File: src/design/svenc_pkg.sv
`timescale 1ns / 1ps
`default_nettype none
// ---------------------------------------------------------------------------
// svenc_pkg
// Shared types and constants of the signed varint encoder.
// ---------------------------------------------------------------------------
package svenc_pkg;

    // action codes
    localparam logic [1:0] ACT_PLAIN = 2'd0;
    localparam logic [1:0] ACT_OPT   = 2'd1;
    localparam logic [1:0] ACT_EMPTY = 2'd2;
    localparam logic [1:0] ACT_NONE  = 2'd3;

    localparam logic [7:0] CONT_BIT   = 8'h80;
    localparam logic [7:0] LAST_MASK  = 8'h7F;
    localparam logic [7:0] OPT_MASK   = 8'hBF;
    localparam logic [7:0] EMPTY_BYTE = 8'h40;

    localparam int MAX_BYTES     = 5;
    localparam int QUEUE_DEPTH   = 2;

    typedef struct packed {
        logic [1:0]  action;
        logic [31:0] value;
        logic [2:0]  nbytes;
    } t_job;

endpackage
`default_nettype wire

File: src/design/svenc_intf.sv
`timescale 1ns / 1ps
`default_nettype none
// ---------------------------------------------------------------------------
// svenc interfaces
// Valid/ready channels for input items and encoded bytes.
// ---------------------------------------------------------------------------
interface svenc_in_if;
    logic               valid;
    logic               ready;
    logic [1:0]         action;
    logic signed [31:0] value;

    modport source (output valid, output action, output value, input ready);
    modport sink   (input valid, input action, input value, output ready);
endinterface

interface svenc_out_if;
    logic       valid;
    logic       ready;
    logic [7:0] out_byte;
    logic [2:0] byte_index;
    logic       last;

    modport source (output valid, output out_byte, output byte_index, output last,
                    input ready);
    modport sink   (input valid, input out_byte, input byte_index, input last,
                    output ready);
endinterface
`default_nettype wire

File: src/design/signed_varint_encoder_top.sv
`timescale 1ns / 1ps
`default_nettype none
// ---------------------------------------------------------------------------
// signed_varint_encoder_top
// Signed varint encoder: sizing front, job queue, byte serializer.
// ---------------------------------------------------------------------------
// registers in the path: front input, queue, serializer job, output byte
// throughput: one byte per cycle while o_out.ready holds; an item is 1 to 5
//   bytes (its byte count); the serializer has a single output byte register
// items with the unused action code are dropped at the front, no output
// reset: synchronous active low, empties the input stage, queue and output
// ---------------------------------------------------------------------------
module signed_varint_encoder_top #(
    parameter int QUEUE_DEPTH = svenc_pkg::QUEUE_DEPTH
) (
    input  wire logic   i_clk,
    input  wire logic   i_rst_n,
    svenc_in_if.sink    i_in,
    svenc_out_if.source o_out
);
    import svenc_pkg::*;

    t_job w_front_job;
    logic w_front_valid;
    logic w_front_ready;
    t_job w_back_job;
    logic w_back_valid;
    logic w_back_ready;

    svenc_front u_front (
        .i_clk       (i_clk),
        .i_rst_n     (i_rst_n),
        .i_in        (i_in),
        .o_job       (w_front_job),
        .o_job_valid (w_front_valid),
        .i_job_ready (w_front_ready)
    );

    svenc_queue #(
        .DEPTH (QUEUE_DEPTH)
    ) u_queue (
        .i_clk        (i_clk),
        .i_rst_n      (i_rst_n),
        .i_push_data  (w_front_job),
        .i_push_valid (w_front_valid),
        .o_push_ready (w_front_ready),
        .o_pop_data   (w_back_job),
        .o_pop_valid  (w_back_valid),
        .i_pop_ready  (w_back_ready)
    );

    svenc_back u_back (
        .i_clk       (i_clk),
        .i_rst_n     (i_rst_n),
        .i_job       (w_back_job),
        .i_job_valid (w_back_valid),
        .o_job_ready (w_back_ready),
        .o_out       (o_out)
    );

endmodule
`default_nettype wire

File: src/design/svenc_front.sv
`timescale 1ns / 1ps
`default_nettype none
// ---------------------------------------------------------------------------
// svenc_front
// Registers and sizes an item, pushes it as a job or drops it on ACT_NONE.
// ---------------------------------------------------------------------------
module svenc_front (
    input  wire logic             i_clk,
    input  wire logic             i_rst_n,
    svenc_in_if.sink              i_in,
    output svenc_pkg::t_job       o_job,
    output logic                  o_job_valid,
    input  wire logic             i_job_ready
);
    import svenc_pkg::*;

    logic        r_valid;
    logic [1:0]  r_action;
    logic [31:0] r_value;

    logic [31:0] w_mag;
    logic [4:0]  w_k1;
    logic [2:0]  w_nbytes;
    logic        w_drop;
    logic        w_done;

    // true when the magnitude is below 2^k
    function automatic logic fits(input logic [31:0] mag, input logic [4:0] k);
        return (mag >> k) == 32'd0;
    endfunction

    // unsigned magnitude, the most negative value reads as 2^31
    assign w_mag = r_value[31] ? (32'd0 - r_value) : r_value;
    assign w_k1  = (r_action == ACT_OPT) ? 5'd5 : 5'd6;

    always_comb begin
        priority if (r_action == ACT_EMPTY) begin
            w_nbytes = 3'd1;
        end else if (fits(w_mag, w_k1)) begin
            w_nbytes = 3'd1;
        end else if (fits(w_mag, w_k1 + 5'd7)) begin
            w_nbytes = 3'd2;
        end else if (fits(w_mag, w_k1 + 5'd14)) begin
            w_nbytes = 3'd3;
        end else if (fits(w_mag, w_k1 + 5'd21)) begin
            w_nbytes = 3'd4;
        end else begin
            w_nbytes = 3'(MAX_BYTES);
        end
    end

    assign w_drop      = r_valid && (r_action == ACT_NONE);
    assign o_job_valid = r_valid && !w_drop;
    assign w_done      = w_drop || (o_job_valid && i_job_ready);
    assign i_in.ready  = !r_valid || w_done;

    assign o_job.action = r_action;
    assign o_job.value  = r_value;
    assign o_job.nbytes = w_nbytes;

    always_ff @(posedge i_clk) begin
        if (!i_rst_n) begin
            r_valid <= 1'b0;
        end else if (i_in.ready) begin
            r_valid <= i_in.valid;
        end
    end

    always_ff @(posedge i_clk) begin
        if (i_in.ready && i_in.valid) begin
            r_action <= i_in.action;
            r_value  <= i_in.value;
        end
    end

endmodule
`default_nettype wire

File: src/design/svenc_queue.sv
`timescale 1ns / 1ps
`default_nettype none
// ---------------------------------------------------------------------------
// svenc_queue
// Small job queue between the sizing front and the byte serializer.
// ---------------------------------------------------------------------------
module svenc_queue #(
    parameter int DEPTH = svenc_pkg::QUEUE_DEPTH
) (
    input  wire logic             i_clk,
    input  wire logic             i_rst_n,
    input  wire svenc_pkg::t_job  i_push_data,
    input  wire logic             i_push_valid,
    output logic                  o_push_ready,
    output svenc_pkg::t_job       o_pop_data,
    output logic                  o_pop_valid,
    input  wire logic             i_pop_ready
);
    import svenc_pkg::*;

    localparam int AW = (DEPTH > 1) ? $clog2(DEPTH) : 1;
    localparam int CW = $clog2(DEPTH + 1);
    localparam logic [AW-1:0] LAST_PTR = AW'(DEPTH - 1);
    localparam logic [CW-1:0] FULL_CNT = CW'(DEPTH);

    t_job          r_mem [DEPTH];
    logic [AW-1:0] r_wr_ptr;
    logic [AW-1:0] r_rd_ptr;
    logic [CW-1:0] r_count;
    logic [CW-1:0] n_count;
    logic          w_push;
    logic          w_pop;

    assign o_push_ready = (r_count != FULL_CNT);
    assign o_pop_valid  = (r_count != '0);
    assign o_pop_data   = r_mem[r_rd_ptr];
    assign w_push       = i_push_valid && o_push_ready;
    assign w_pop        = o_pop_valid && i_pop_ready;

    always_comb begin
        unique case ({w_push, w_pop})
            2'b10:   n_count = r_count + 1'b1;
            2'b01:   n_count = r_count - 1'b1;
            default: n_count = r_count;
        endcase
    end

    always_ff @(posedge i_clk) begin
        if (!i_rst_n) begin
            r_wr_ptr <= '0;
            r_rd_ptr <= '0;
            r_count  <= '0;
        end else begin
            r_count <= n_count;
            if (w_push) begin
                r_wr_ptr <= (r_wr_ptr == LAST_PTR) ? '0 : r_wr_ptr + 1'b1;
            end
            if (w_pop) begin
                r_rd_ptr <= (r_rd_ptr == LAST_PTR) ? '0 : r_rd_ptr + 1'b1;
            end
        end
    end

    always_ff @(posedge i_clk) begin
        if (w_push) begin
            r_mem[r_wr_ptr] <= i_push_data;
        end
    end

    a_count_range: assert property (@(posedge i_clk) disable iff (!i_rst_n)
        r_count <= FULL_CNT)
        else $error("queue count beyond depth");

    a_empty_ptrs: assert property (@(posedge i_clk) disable iff (!i_rst_n)
        (r_count == '0) |-> (r_wr_ptr == r_rd_ptr))
        else $error("empty queue with unequal pointers");

    a_count_step: assert property (@(posedge i_clk) disable iff (!i_rst_n)
        (w_push && !w_pop) |=> (r_count == $past(r_count) + 1'b1))
        else $error("queue count did not follow a push");

endmodule
`default_nettype wire

File: src/design/svenc_back.sv
`timescale 1ns / 1ps
`default_nettype none
// ---------------------------------------------------------------------------
// svenc_back
// Serializes one job into varint bytes through an output register.
// ---------------------------------------------------------------------------
module svenc_back (
    input  wire logic             i_clk,
    input  wire logic             i_rst_n,
    input  wire svenc_pkg::t_job  i_job,
    input  wire logic             i_job_valid,
    output logic                  o_job_ready,
    svenc_out_if.source           o_out
);
    import svenc_pkg::*;

    t_job        r_job;
    logic        r_busy;
    logic [2:0]  r_idx;
    logic        r_ovalid;
    logic [7:0]  r_obyte;
    logic [2:0]  r_oidx;
    logic        r_olast;

    logic [35:0] w_ext;
    logic [7:0]  w_group;
    logic [7:0]  w_byte;
    logic        w_last;
    logic        w_out_free;
    logic        w_pop;

    assign w_ext = {{4{r_job.value[31]}}, r_job.value};

    always_comb begin
        unique case (r_idx)
            3'd0:    w_group = w_ext[7:0];
            3'd1:    w_group = w_ext[14:7];
            3'd2:    w_group = w_ext[21:14];
            3'd3:    w_group = w_ext[28:21];
            3'd4:    w_group = w_ext[35:28];
            default: w_group = w_ext[7:0];
        endcase
    end

    assign w_last = (r_idx == r_job.nbytes - 3'd1);

    always_comb begin
        priority if (r_job.action == ACT_EMPTY) begin
            w_byte = EMPTY_BYTE;
        end else if (!w_last) begin
            w_byte = w_group | CONT_BIT;
        end else if (r_job.action == ACT_OPT) begin
            w_byte = w_group & LAST_MASK & OPT_MASK;
        end else begin
            w_byte = w_group & LAST_MASK;
        end
    end

    assign w_out_free  = !r_ovalid || o_out.ready;
    // take the next job when idle or as the current one hands over its last byte
    assign w_pop       = i_job_valid && (!r_busy || (w_out_free && w_last));
    assign o_job_ready = !r_busy || (w_out_free && w_last);

    assign o_out.valid      = r_ovalid;
    assign o_out.out_byte   = r_obyte;
    assign o_out.byte_index = r_oidx;
    assign o_out.last       = r_olast;

    always_ff @(posedge i_clk) begin
        if (!i_rst_n) begin
            r_busy   <= 1'b0;
            r_idx    <= '0;
            r_ovalid <= 1'b0;
        end else begin
            if (w_out_free) begin
                r_ovalid <= r_busy;
            end
            if (w_pop) begin
                r_busy <= 1'b1;
                r_idx  <= '0;
            end else if (r_busy && w_out_free) begin
                if (w_last) begin
                    r_busy <= 1'b0;
                end else begin
                    r_idx <= r_idx + 3'd1;
                end
            end
        end
    end

    always_ff @(posedge i_clk) begin
        if (w_pop) begin
            r_job <= i_job;
        end
        if (r_busy && w_out_free) begin
            r_obyte <= w_byte;
            r_oidx  <= r_idx;
            r_olast <= w_last;
        end
    end

    a_idx_range: assert property (@(posedge i_clk) disable iff (!i_rst_n)
        r_busy |-> (r_idx < r_job.nbytes))
        else $error("byte index past encoding length");

    a_burst: assert property (@(posedge i_clk) disable iff (!i_rst_n)
        (r_ovalid && !r_olast) |=> r_ovalid)
        else $error("gap inside an encoding");

    a_cont_bit: assert property (@(posedge i_clk) disable iff (!i_rst_n)
        (r_ovalid && !r_olast) |-> r_obyte[7])
        else $error("continuation bit missing");

endmodule
`default_nettype wire
File: src/flat_wrapper.sv
// flat-port wrapper written by rule: the top's interface ports become plain ports
module signed_varint_encoder_top_flat import svenc_pkg::*;
#(
    parameter int QUEUE_DEPTH = svenc_pkg::QUEUE_DEPTH
)
  (i_clk, i_rst_n, i_in_valid, i_in_action, i_in_value, i_in_ready, o_out_valid, o_out_out_byte, o_out_byte_index, o_out_last, o_out_ready);
  svenc_in_if i_in_i ();
  svenc_out_if o_out_i ();
  input  wire logic i_clk;
  input  wire logic i_rst_n;
  input wire logic [$bits(i_in_i.valid)-1:0] i_in_valid;
  input wire logic [$bits(i_in_i.action)-1:0] i_in_action;
  input wire logic [$bits(i_in_i.value)-1:0] i_in_value;
  output wire logic [$bits(i_in_i.ready)-1:0] i_in_ready;
  output wire logic [$bits(o_out_i.valid)-1:0] o_out_valid;
  output wire logic [$bits(o_out_i.out_byte)-1:0] o_out_out_byte;
  output wire logic [$bits(o_out_i.byte_index)-1:0] o_out_byte_index;
  output wire logic [$bits(o_out_i.last)-1:0] o_out_last;
  input wire logic [$bits(o_out_i.ready)-1:0] o_out_ready;
  assign i_in_i.valid = i_in_valid;
  assign i_in_i.action = i_in_action;
  assign i_in_i.value = i_in_value;
  assign i_in_ready = i_in_i.ready;
  assign o_out_valid = o_out_i.valid;
  assign o_out_out_byte = o_out_i.out_byte;
  assign o_out_byte_index = o_out_i.byte_index;
  assign o_out_last = o_out_i.last;
  assign o_out_i.ready = o_out_ready;
  signed_varint_encoder_top #(.QUEUE_DEPTH(QUEUE_DEPTH)) u_core (.i_clk(i_clk), .i_rst_n(i_rst_n), .i_in(i_in_i), .o_out(o_out_i));
endmodule
File: config.mk
export PLATFORM = sky130hd
export DESIGN_NAME = signed_varint_encoder_top_flat
export DESIGN_NICKNAME = d
export VERILOG_FILES = /design/src/design/svenc_pkg.sv /design/src/design/svenc_intf.sv /design/src/design/signed_varint_encoder_top.sv /design/src/design/svenc_front.sv /design/src/design/svenc_queue.sv /design/src/design/svenc_back.sv /design/src/flat_wrapper.sv
export SDC_FILE = /design/constraint.sdc
export NUM_CORES = 1
export LEC_CHECK = 0
export BUFFER_PORTS_ARGS = -buffer_cell sky130_fd_sc_hd__clkbuf_2
export CORE_MARGIN = 10
export CORE_UTILIZATION = 45
export DETAILED_ROUTE_END_ITERATION = 6
export PLACE_DENSITY = 0.61
export SLEW_MARGIN = 25
export SYNTH_ARGS = -nofsm -noshare
export SYNTH_HDL_FRONTEND = slang
export SYNTH_HIERARCHICAL = 1
export SYNTH_SLANG_ARGS = --single-unit
File: constraint.sdc
create_clock -name i_clk -period 6.2 [get_ports i_clk]
set_input_delay 1.24 -clock i_clk [delete_from_list [all_inputs] [get_ports i_clk]]
set_output_delay 1.24 -clock i_clk [all_outputs]
set_load 0.02 [all_outputs]
### Word level (Yosys, flattened, before mapping)

Memory sizes are Yosys's and may differ from the RTL's. A register that Yosys moved wholly into a read port is not among the register bits.
Cells that the tools add are included.

* memories: 1
* memory bits (writable): 74
* word-level logic and storage cells: 86
* bits in registers: 56
* output and inout port bits: 14
* input bits: 38

Memories
* u_core.u_queue.r_mem: depth 2, bits a word 37, read ports 1, clocked after Yosys merged registers in 1, write ports 1, RTL line svenc_queue.sv:26 `t_job r_mem [DEPTH];`

* reduce and logical (&&, ||, !) cells: 26
* add/subtract/negate cells: 10
* muxes and demuxes: 18
* equal/unequal tests: 13
* bitwise logic cells: 2
* shifts and indexed selects: 4

Operators by type and width (count)
* logical NOT 32 bit: 4
* >> shifter 32 x 5 -> 32 bit: 2
* 2-to-1 mux 32 bit: 1
* >> shifter 32 x 3 -> 32 bit: 1
* >> shifter 32 x 4 -> 32 bit: 1
* subtractor 1 x 32 -> 32 bit (first input constant): 1
* case mux 7 bit (4 select lines): 1
* 2-to-1 mux 3 bit: 4
* equality test 2 bit (second input constant): 4
* 2-to-1 mux 1 bit: 8
* 2-to-1 mux 8 bit: 1
* nonzero test 2 bit: 4
* logical AND 1 bit: 7
* 2-to-1 mux 7 bit: 1
* equality test 2 x 1 -> 1 bit (second input constant): 3
* equality test 3 x 2 -> 1 bit (second input constant): 2
* adder 3 x 4 -> 5 bit (second input constant): 1
* adder 3 x 5 -> 5 bit (second input constant): 1
* adder 3 x 3 -> 4 bit (second input constant): 1
* logical NOT 1 bit: 4
* logical OR 1 bit: 4
* case mux 2 bit (2 select lines): 1
* AND reduction 2 bit: 2
* adder 3 x 1 -> 3 bit (second input constant): 1
* other kinds (11): 13

### Logic depth before layout (Yosys ltp)

Gate-level depths: netlist of the first run.

* depth after elaboration: 10
* depth in mapped cells: 10
* mapped depth without buffers: 10

### Hierarchy

The synthesis of the first run kept the hierarchy.

By module, submodules not included
* svenc_queue: seq. area each 2322.2 µm², area each 2894.0 µm², cells an instance 139, instances 1
* svenc_back: seq. area each 1571.5 µm², area each 2099.5 µm², cells an instance 133, instances 1
* svenc_front: seq. area each 1041.0 µm², area each 1786.7 µm², cells an instance 152, instances 1

### Worst setup path after synthesis of the first run

Ideal clock, no wire load.

* path type: input to register
* start point: input port i_in_valid
* end point: register u_core.u_front.r_action[0] (enable)
* setup slack: 2.998 ns
* buffers on the path: 0
* cell stages on the path: 1
* library setup time: 0.429 ns
* arrival time: 2.773 ns
* path through: nor2b_1

* word-level cells in the longest chain between the ends: 1

Ends and longest elaborated chain
* from (decl): RTL line flat_wrapper.sv:11 `input wire logic [$bits(i_in_i.valid)-1:0] i_in_valid;`
* logical AND 1 bit: RTL line svenc_front.sv:70 `if (i_in.ready && i_in.valid) begin`
* to (signal assigned): RTL line svenc_front.sv:71 `r_action <= i_in.action;`
* to (decl): RTL line svenc_front.sv:18 `logic [1:0] r_action;`

Every way passes these cells.
A chain may end at the register's enable or synchronous reset.

### Final worst setup path of the first run

* start point: register u_core.u_front.r_action[0]
* end point: output port i_in_ready

* word-level cells in the longest chain between the ends: 7

Ends and longest elaborated chain
* equality test 2 bit: RTL line svenc_front.sv:52 `assign w_drop = r_valid && (r_action == ACT_NONE);`
* logical AND 1 bit: RTL line svenc_front.sv:52
* logical NOT 1 bit: RTL line svenc_front.sv:53 `assign o_job_valid = r_valid && !w_drop;`
* logical AND 1 bit: RTL line svenc_front.sv:53
* named net u_core.w_front_valid: RTL line signed_varint_encoder_top.sv:24 `logic w_front_valid;`
* logical AND 1 bit: RTL line svenc_front.sv:54 `assign w_done = w_drop || (o_job_valid && i_job_ready);`
* logical OR 1 bit: RTL line svenc_front.sv:54
* logical OR 1 bit: RTL line svenc_front.sv:55 `assign i_in.ready = !r_valid || w_done;`
* to (decl): RTL line flat_wrapper.sv:14 `output wire logic [$bits(i_in_i.ready)-1:0] i_in_ready;`

The timed path passes the listed nets, and every way through them passes these cells.

==> results.md, run 1 <==
* Status: finished, final reports clean
* Post-Syn Area at 0.00678 mm^2
* Number of gates resized after cts at 0
* Pre-CTS WS at 3.21 ns
* Register area share after synthesis at between 70% and 80%
* Hold_buf cts at 0
* Most frequent cells in the layout: edfxtp_1, clkbuf_2, mux2_2
* Synth top area cells: edfxtp_1, mux2_2, dfxtp_1
* Crit path launch type: register
* Fin cells at between 600 and 700
* Routed Antenna Nets at 0
* Number of synthesized flops with an enable pin at 157
* Drt first pass iters at 5
* CP Capture Type: primary output
* Drt initial violations at 303
* DRC Markers at 0
* Die Y at around 140 um
* Max cap viols at 0
* CTS tree: yes
* Design area at 0.00791 mm^2
* I/O Buffers at 51
* Nets at 532
* Register-to-Register Path Depth at 7
* Global-route wire length before repair at 22.0 mm
* R2r setup slk at 3.18 ns
* Total track usage at 14.1%
* GRT overflow at 0
* Initial Util at 46.3%
* Root buffer cell: clkbuf_16
* Power per cell area at ~440 mW/mm^2
* Worst Max-Slew Pin Slew at 0.751 ns
* Cell taking the most area after synthesis: edfxtp_1
* Yosys warning count at 6
* Crit Path Class: reg -> out
* Commonest non-fill, non-tap cell in the layout: edfxtp_1
* H-tree depth at 4
* Hold Crit Class: reg -> reg
* Worst reg2reg path startpoint: u_core/u_front/r_value[12]
* Placed cell area at between 0.007 and 0.008 mm^2
* Worst hold path depth at 0
* Vias in the first global route at 3,867
* Clk_lat worst skew at 0.42 ns
* Clock Path Buffers at 2
* Clk_skew at 0.00874 ns
* Layout cells sized above 1 at a little over a quarter
* Unique cell type count in the Yosys netlist at 64
* Primary FF master, synth: edfxtp_1
* DR vias/cell at 5.52
* Fin worst setup slack at between 2 and 3 ns
* Slew HR at 49.9%
* Final WL at around 14 mm
* Die area at 0.0204 mm^2
* Cell row count at 44
* Placed Cells at 651
* Register clock-pin slew on the reported worst setup and hold paths at 0.06 ns
* CP arrival at 2.06 ns
* Syn_nets at 469
* Post-Synthesis Cells at 424
* Final Hold Viols at 0
* Hold Path End: u_core/u_queue/r_mem[1][3]
* Reg2reg end: u_core/u_queue/r_mem[1][0]
* Synthesis-stage register bit count at 168
* CP required at around 5.0 ns
* Unrepaired setup endpoints after global routing: no
* Initial antenna violation count at 0
* P&R area growth vs syn at 16.7%
* Asr flop ratio synth at 0%
* DR WL/cell at 20.0 um
* Num CTS Buffers at 17
* Share of the synthesized area in the top cell type at 69.5%
* Tot Pwr at 3480 uW
* Diodes inserted at 0
* Post-route clock period utilization at 53.1%
* Sink Count at ~170
* Placer Congestion at 0.848
* Setup Viol. Count Final at 0
* CP max FO at 7
* Post-DP HPWL at between 9 and 10 mm
* Die extent in x at 143 um
* Largest net degree at the start of global routing at 38
* Ports at 52
* Crit path time final at between 3 and 4 ns
* Max Slew Vio Count at 0
* Maximum vdd drop at 0.000182 V
* Setup TNS at 0 ns
* Hold path startpoint: u_core/u_front/r_value[0]
* Core footprint at roughly 0.015 mm^2
* Via Count at roughly 3.8k
* LEAKAGE at 0.00270 uW
* Mean Syn Cell Area at 16.0 um^2
* Achievable frequency at a little over 300 MHz
* Buffer count from post-CTS setup fixing at 0
where the power goes:
| group | switching, uW | leakage, uW | total, uW | internal, uW |
|---|---|---|---|---|
| Clock | 415 | 0.000306 | 1120 | 707 |
| Combinational | 433 | 0.000840 | 692 | 259 |
| Sequential | 114 | 0.00156 | 1660 | 1550 |
per-layer routing:
metal | up-vias | part of all wire, % | GRT usage (%)
met3 | 16 | 4.4 | 3.58
met2 | 99 | 50 | 23.1
li1 | 1803 | - | -
met1 | 1856 | 45 | 18.0
met4 | 0 | 1.2 | 4.61
met5 | - | 0 | 0
metrics by stage:
step           util, %  hold slack, ns
6_report          54.0           0.482
5_1_grt           54.0           0.510
3_5_place_dp      49.4           0.469
2_1_floorplan        -           0.443
4_1_cts           53.8           0.486
3_3_place_gp      49.4           0.456
how the worst max path moves through the flow:
stage                                           from                    endpoint  slack, ns  cells past startpoint
after floorplan                           i_in_valid  u_core/u_front/r_action[0]       3.00                      1
after global placement    u_core/u_front/r_value[12]  u_core/u_queue/r_mem[0][0]       3.22                      7
after detailed placement  u_core/u_front/r_value[12]  u_core/u_queue/r_mem[1][0]       3.21                      7
after CTS                 u_core/u_front/r_action[0]                  i_in_ready       2.89                      4
after global routing      u_core/u_front/r_action[0]                  i_in_ready       2.79                      4
final                     u_core/u_front/r_action[0]                  i_in_ready       2.90                      4
synthesized netlist by cell type (all sizes together), types with 8 or more instances:
cell type / n
nand3: 9
a21oi: 9
edfxtp: 157
o21ai: 11
nand2: 11
dfxtp: 11
nor2b: 10
inv: 16
buf: 8
nor3: 10
mux2: 39
nor2: 20
worst max-delay path, cell delays in order (launching register included):
cell and delay [ns]:
edfxtp_1 0.52, a21boi_0 0.53, nor2b_1 0.36, inv_1 0.07
clkbuf_2 0.16
sequential cells by signal, summed over array words and instances, names as in the netlist, named ones only:
signal	cells
u_core/u_queue/r_mem	74
u_core/u_back/r_job	37
u_core/u_front/r_value	32
u_core/u_back/o_out.out_byte	8
u_core/u_back/o_out.byte_index	3
u_core/u_back/r_idx	3
u_core/u_front/r_action	2
u_core/u_queue/r_count	2
u_core/u_back/o_out.last	1
u_core/u_back/o_out.valid	1
u_core/u_back/r_busy	1
u_core/u_front/r_valid	1
u_core/u_queue/r_rd_ptr	1
u_core/u_queue/r_wr_ptr	1
kinds of logic (layout without fill, tap and decap cells):
kind of cell / after synthesis / in the layout / share of synthesized area [%]
simple gates: 98 / 98 / 8.01
compound gates: 71 / 71 / 7.71
fa+ha+maj: 8 / 8 / 1.44
mux: 41 / 41 / 6.77
flops: 168 / 168 / 72.8
buf+inv: 29 / 105 / 1.92
xor+xnor: 9 / 9 / 1.37
area by class of cell:
class | count | area (um^2)
Tap cell | 184 | 230
Inverter | 16 | 60.1
Fill cell | 1176 | 6730
Clock inverter | 11 | 170
Clock buffer | 21 | 470
Timing Repair Buffer | 57 | 320
Multi-Input combinational cell | 227 | 1730
Sequential cell | 168 | 4930
(Power assumes the default switching activity.)
==> inputs of run 2 (changes only) <==
clock period = 3.1 ns   (was 6.2 ns; I/O delays follow)
==> results.md, run 2 (same netlist as run 1, synthesis figures left out) <==
* Clk_skew at 0.00830 ns (-0.000447 ns)
* Final WL at 13.9 mm (+1.4%)
* Final Util at 54.1% (+0.077 points)
* Num CTS Buffers at 17 (unchanged)
* Register clock-pin slew on the reported worst setup and hold paths at 0.06 ns (about the same)
* Max Slew Vio Count at 0 (unchanged)
* Area of the multi-input gates at 0.00173 mm^2 (+0.36%)
* Worst hold path depth at 1 (+1)
* Root buffer cell: clkbuf_16
* Slowest CP cell: or4_1
* Cell row count at 44 (unchanged)
* Max incr delay on CP at 0.55 ns (+0.02 ns)
* Worst reg2reg path startpoint: u_core/u_front/r_value[5]
* Maximum vdd drop at 0.000382 V (+110%)
* CP max FO at 7 (unchanged)
* Die Y at 143 um (unchanged)
* Ports at 52 (unchanged)
* Crit Path Class: reg -> reg
* Core footprint at 0.0146 mm^2 (unchanged)
* Drt first pass iters at 4 (-1)
* Initial Util at 46.3% (unchanged)
* Placed cell area at 0.00736 mm^2 (+1.6%)
* Placer Congestion at 0.860 (+1.5%)
* Commonest non-fill, non-tap cell in the layout: edfxtp_1
* Global-route wire length before repair at 21.7 mm (-1.4%)
* Registers with the most flip-flops: u_core/u_queue/r_mem: 74 flops, u_core/u_back/r_job: 37 flops, u_core/u_front/r_value: 32 flops
* Slew HR at 53.4% (+3.4 points)
* Hold Path End: u_core/u_front/r_value[8]
* Post-DP HPWL at 9.52 mm (+2.1%)
* Routed Antenna Nets at 0 (unchanged)
* Design area at 0.00792 mm^2 (+0.14%)
* LEAKAGE at 0.00273 uW (+1.1%)
* Worst Max-Slew Pin Slew at 0.700 ns (-0.0512 ns)
* Fin worst setup slack at 0.255 ns (-2.65 ns)
* Hold path startpoint: i_in_value[8]
* Total track usage at 14.2% (+0.065 points)
* Vias in the first global route at 3,969 (+2.6%)
* CP Capture Type: register
* DR WL/cell at 19.9 um (-0.65%)
* Nets at 546 (+2.6%)
* GRT overflow at 0 (unchanged)
* Status: finished, final reports clean
* Power per cell area at 839 mW/mm^2 (+91%)
* H-tree depth at 4 (unchanged)
* Max reg flops at 74 (unchanged)
* Pre-CTS WS at 0.253 ns (-2.95 ns)
* Post-route clock period utilization at 91.8%
* Clk_lat worst skew at 0.43 ns (about the same)
* Via Count at 3,790 (+0.42%)
* Clock Path Buffers at 2 (unchanged)
* R2r setup slk at 0.25 ns (-2.93 ns)
* Initial antenna violation count at 0 (unchanged)
* Max cap viols at 0 (unchanged)
* Placed Cells at 665 (+2.2%)
* P&R area growth vs syn at 16.8%
* Crit path top cell by count: buf_4
* Crit path time final at ~2.8 ns
* Hold Crit Class: in -> reg
* Final Hold Viols at 0 (unchanged)
* CP Cell Sequence: or2_1 > buf_4 > or4_1 > nor3_1 > buf_4 > o22ai_1 > o21a_1 > o311a_1
* Setup TNS at 0 ns (unchanged)
* Die area at 0.0204 mm^2 (unchanged)
* I/O Buffers at 51 (unchanged)
* Fin cells at 698 (+2.0%)
* FF+latch area at 0.00493 mm^2 (unchanged)
* CTS tree: yes
* Largest net degree at the start of global routing at 38 (unchanged)
* Sink Count at 168 (unchanged)
* Achievable frequency at about 350 MHz
* Register-to-Register Path Depth at 8 (+1)
* Die extent in x at 143 um (unchanged)
* Diodes inserted at 0 (unchanged)
* Layout cells sized above 1 at 27.8% (+0.82 points)
* Reg2reg end: u_core/u_queue/r_mem[0][1]
* Setup Viol. Count Final at 0 (unchanged)
* CP required at 3.27 ns (-1.69 ns)
* Drt initial violations at 267 (-12%)
* Largest reg by FF count: u_core/u_queue/r_mem
* DR vias/cell at 5.43 (-1.6%)
* CP arrival at 3.01 ns (+0.95 ns)
* Unrepaired setup endpoints after global routing: no
* Crit path launch type: register
* Buffer count from post-CTS setup fixing at 0 (unchanged)
* Hold_buf cts at 0 (unchanged)
* Fillers at 1,180 (+0.34%)
* Most frequent cells in the layout: edfxtp_1, clkbuf_2, mux2_2
* DRC Markers at 0 (unchanged)
run 2: per-layer routing:
layer | vias to the layer above | GRT usage (%) | wire length (um) | part of all wire (%)
met1 | 1863 | 17.2 | 6240 | 45
met2 | 81 | 23.3 | 6770 | 49
met4 | 0 | 5.48 | 244 | 1.8
met3 | 21 | 4.31 | 603 | 4.4
met5 | - | 0 | 0 | 0
li1 | 1825 | - | - | -
run 2: timing repair:
action,4_1_cts,5_1_grt
gates resized for setup,0,1
hold endpoints to repair,0,0
setup endpoints to repair,0,4
run 2: worst max-delay path by stage:
stage,start,to,cells after the start
after floorplan,u_core/u_front/r_value[12],u_core/u_queue/r_mem[0][0],9
after global placement,u_core/u_front/r_value[12],u_core/u_queue/r_mem[0][1],7
after detailed placement,u_core/u_front/r_value[5],u_core/u_queue/r_mem[1][2],7
after CTS,u_core/u_front/r_value[5],u_core/u_queue/r_mem[1][2],7
after global routing,u_core/u_front/r_value[5],u_core/u_queue/r_mem[0][0],8
final,u_core/u_front/r_value[5],u_core/u_queue/r_mem[0][1],8
run 2: worst max-delay path: cells and delay by family (launching register included):
kind	cells	cell delay (ns)
and+or+nand+nor	3	1.26
AOI/OAI and AO/OA	3	0.50
DFF	1	0.44
buffers and inverters	2	0.38
run 2: report_power, final:
group,total (uW),internal [uW],switching (uW)
combinational,1440,552,888
sequential,3320,3100,222
clock,1890,1100,782
run 2: layout make-up:
| class | instances | share of cell area [%] |
|---|---|---|
| flip-flops and latches | 168 | 62.3 |
| multi-input cells | 227 | 21.9 |
| clock buffers | 28 | 6.40 |
| repair buffers | 71 | 5.53 |
| well taps | 184 | 2.91 |
| inverters | 16 | 0.758 |
| clock inverters | 4 | 0.268 |
run 2: through the flow:
| step | power (uW) | hold WS, ns |
|---|---|---|
| 5_1_grt | 6980 | 0.345 |
| 2_1_floorplan | 4280 | 0.443 |
| 6_report | 6640 | 0.362 |
| 3_5_place_dp | 4810 | 0.478 |
| 3_3_place_gp | 4770 | 0.466 |
| 4_1_cts | 6710 | 0.346 |
==> inputs of run 3 (changes only) <==
PLACE_DENSITY = 0.68   (was 0.61)
==> results.md, run 3 (same netlist as run 1, synthesis figures left out) <==
* Setup Viol. Count Final at 0 (unchanged)
* Hold path startpoint: i_in_value[4]
* Buf+Inv Stages, Crit Path at 0 (-2)
* P&R area growth vs syn at 17.5%
* Tot Pwr at 7030 uW (+5.8%)
* Worst reg2reg path startpoint: u_core/u_front/r_value[14]
* Clk_lat worst skew at 0.42 ns (about the same)
* Clk pwr share at 33.0% (+4.6 points)
* Switch share at 27.2% (-1.3 points)
* Nets at 538 (-1.5%)
* CP max FO at 9 (+2)
* Max incr delay on CP at 0.55 ns (about the same)
* H-tree depth at 4 (unchanged)
* Fillers at 1,170 (-0.85%)
* Setup TNS at 0 ns (unchanged)
* Hold Crit Class: in -> reg
* Flop pwr share at 46.9% (-3.1 points)
* Crit path launch type: register
* CP arrival at 3.14 ns (+0.13 ns)
* Status: complete, but fails checks
* Die area at 0.0204 mm^2 (unchanged)
* Die Y at 143 um (unchanged)
* Largest reg by FF count: u_core/u_queue/r_mem
* Drt initial violations at 354 (+33%)
* Worst hold path depth at 1 (unchanged)
* DR vias/cell at 5.63 (+3.6%)
* Num CTS Buffers at 17 (unchanged)
* Initial Util at 46.3% (unchanged)
* Int Pwr at 5120 uW (+7.8%)
* LEAKAGE at 0.00274 uW (+0.20%)
* GRT overflow at 0 (unchanged)
* Unrepaired setup endpoints after global routing: no
* Drt first pass iters at 7 (+3)
* Routed Antenna Nets at 0 (unchanged)
* Post-route clock period utilization at 96.8% (+5.0 points)
* Placer Congestion at 1.03 (+19%)
* Sink Count at 168 (unchanged)
* Hold_buf cts at 0 (unchanged)
* Max cap viols at 0 (unchanged)
* Maximum vdd drop at 0.000401 V (+5.0%)
* Total track usage at 13.5% (-0.71 points)
* Clk_skew at 0.00535 ns (-0.00294 ns)
* DRC Markers at 8 (+8)
* Final Util at 54.4% (+0.29 points)
* Max Slew Vio Count at 0 (unchanged)
* Hold Path End: u_core/u_front/r_value[4]
* Register-to-Register Path Depth at 7 (-1)
* Layout cells sized above 1 at 27.9% (+0.045 points)
* Core footprint at 0.0146 mm^2 (unchanged)
* I/O Buffers at 51 (unchanged)
* Crit path time final at 3.00 ns (+0.156 ns)
* Violated checks: design-rule violations
* Global-route wire length before repair at 21.0 mm (-3.2%)
* Final WL at 13.2 mm (-4.5%)
* CTS tree: yes
* Largest net degree at the start of global routing at 38 (unchanged)
* Initial antenna violation count at 0 (unchanged)
* Most frequent cells in the layout: edfxtp_1, clkbuf_2, mux2_2
* Achievable frequency at 333 MHz (-5.2%)
* Crit path max-delay family: simple AND/OR/NAND/NOR gates
* Root buffer cell: clkbuf_16
* CP required at 3.24 ns (-0.03 ns)
* Worst Max-Slew Pin Slew at 0.982 ns (+0.283 ns)
* R2r setup slk at 0.1 ns (-0.16 ns)
* Via Count at 3,883 (+2.5%)
* Ports at 52 (unchanged)
* Clock Path Buffers at 2 (unchanged)
* Design area at 0.00797 mm^2 (+0.54%)
* Slowest CP cell: or4_1
* Placed cell area at 0.00729 mm^2 (-0.88%)
* Commonest non-fill, non-tap cell in the layout: edfxtp_1
* Slew HR at 34.4% (-19 points)
* Final Hold Viols at 0 (unchanged)
* Cell row count at 44 (unchanged)
* Max reg flops at 74 (unchanged)
* Instance count on the critical path at 7 (-1)
* Registers with the most flip-flops: u_core/u_queue/r_mem: 74 flops, u_core/u_back/r_job: 37 flops, u_core/u_front/r_value: 32 flops
* Hold slack at 0.369 ns (+0.00738 ns)
* Power per cell area at 883 mW/mm^2 (+5.3%)
* Crit Path Class: reg -> reg
* Post-DP HPWL at 8.97 mm (-5.7%)
* Die extent in x at 143 um (unchanged)
* Reg2reg end: u_core/u_queue/r_mem[1][0]
* DR WL/cell at 19.2 um (-3.4%)
* CP Cell Sequence: or4_4 > or2_1 > or4_1 > a211oi_1 > a311oi_1 > nor4_2 > o221ai_1
* Register clock-pin slew on the reported worst setup and hold paths at 0.06 ns (about the same)
* CP Capture Type: register
* Power share of the combinational group at 20.1% (-1.6 points)
* Sw power at 1910 uW (+1.0%)
* Vias in the first global route at 3,978 (+0.23%)
* Diodes inserted at 0 (unchanged)
run 3: changes by cell type in the layout (fill, tap and decap cells not counted), sizes merged:
cell | previous run | this run
buf | 20 | 12
bufinv | 0 | 6
clkbuf | 79 | 69
clkinv | 3 | 5
clkinvlp | 1 | 3
run 3: worst max-delay path by stage:
stage	from	to	slack (ns)
final	u_core/u_front/r_value[14]	u_core/u_queue/r_mem[1][0]	0.1
after global routing	u_core/u_front/r_value[14]	u_core/u_queue/r_mem[1][0]	0.03
after global placement	u_core/u_front/r_value[14]	u_core/u_queue/r_mem[0][0]	0.32
after CTS	u_core/u_front/r_value[5]	u_core/u_queue/r_mem[1][2]	0.12
after detailed placement	u_core/u_front/r_value[14]	u_core/u_queue/r_mem[1][0]	0.16
after floorplan	u_core/u_front/r_value[12]	u_core/u_queue/r_mem[0][0]	0.28
run 3: timing repair:
item	CTS	global route
setup buffers	0	0
setup endpoints to repair	0	6
resized for setup	0	2
run 3: metrics by stage:
stage / cells / setup slack [ns]
global route: 690 / 0.0281
finish: 690 / 0.0989
CTS: 690 / 0.125
global placement: 658 / 0.315
detailed placement: 658 / 0.159
floorplan: 424 / 0.283
run 3: final cells by class:
type,instances,area [um^2],share of cell area (%)
clock buffers,18,429,5.39
flip-flops and latches,168,4930,62.0
inverters,16,60.1,0.754
multi-input cells,227,1740,21.8
clock inverters,14,229,2.87
well taps,184,230,2.89
repair buffers,63,345,4.34
run 3: worst register-to-register path: cells and delay by family, from the launching register on:
family,cells,cell delay (ns)
AO/OA/AOI/OAI,3,0.56
flip-flops,1,0.51
AND/OR/NAND/NOR,4,1.64
run 3: power by group through the flow:
stage | Sequential, uW | Combinational [uW] | Clock, uW
after floorplan | 3360 | 923 | 0
after global placement | 3320 | 1380 | 0
after detailed placement | 3340 | 1420 | 0
after CTS | 3300 | 1430 | 2350
after global routing | 3340 | 1560 | 2450
final | 3300 | 1410 | 2320
run 3: metal layers:
metal	share of wire, %	track usage, %
met5	0	0
met4	2.6	6.84
met1	44	17.0
met2	47	20.7
met3	6.9	3.95
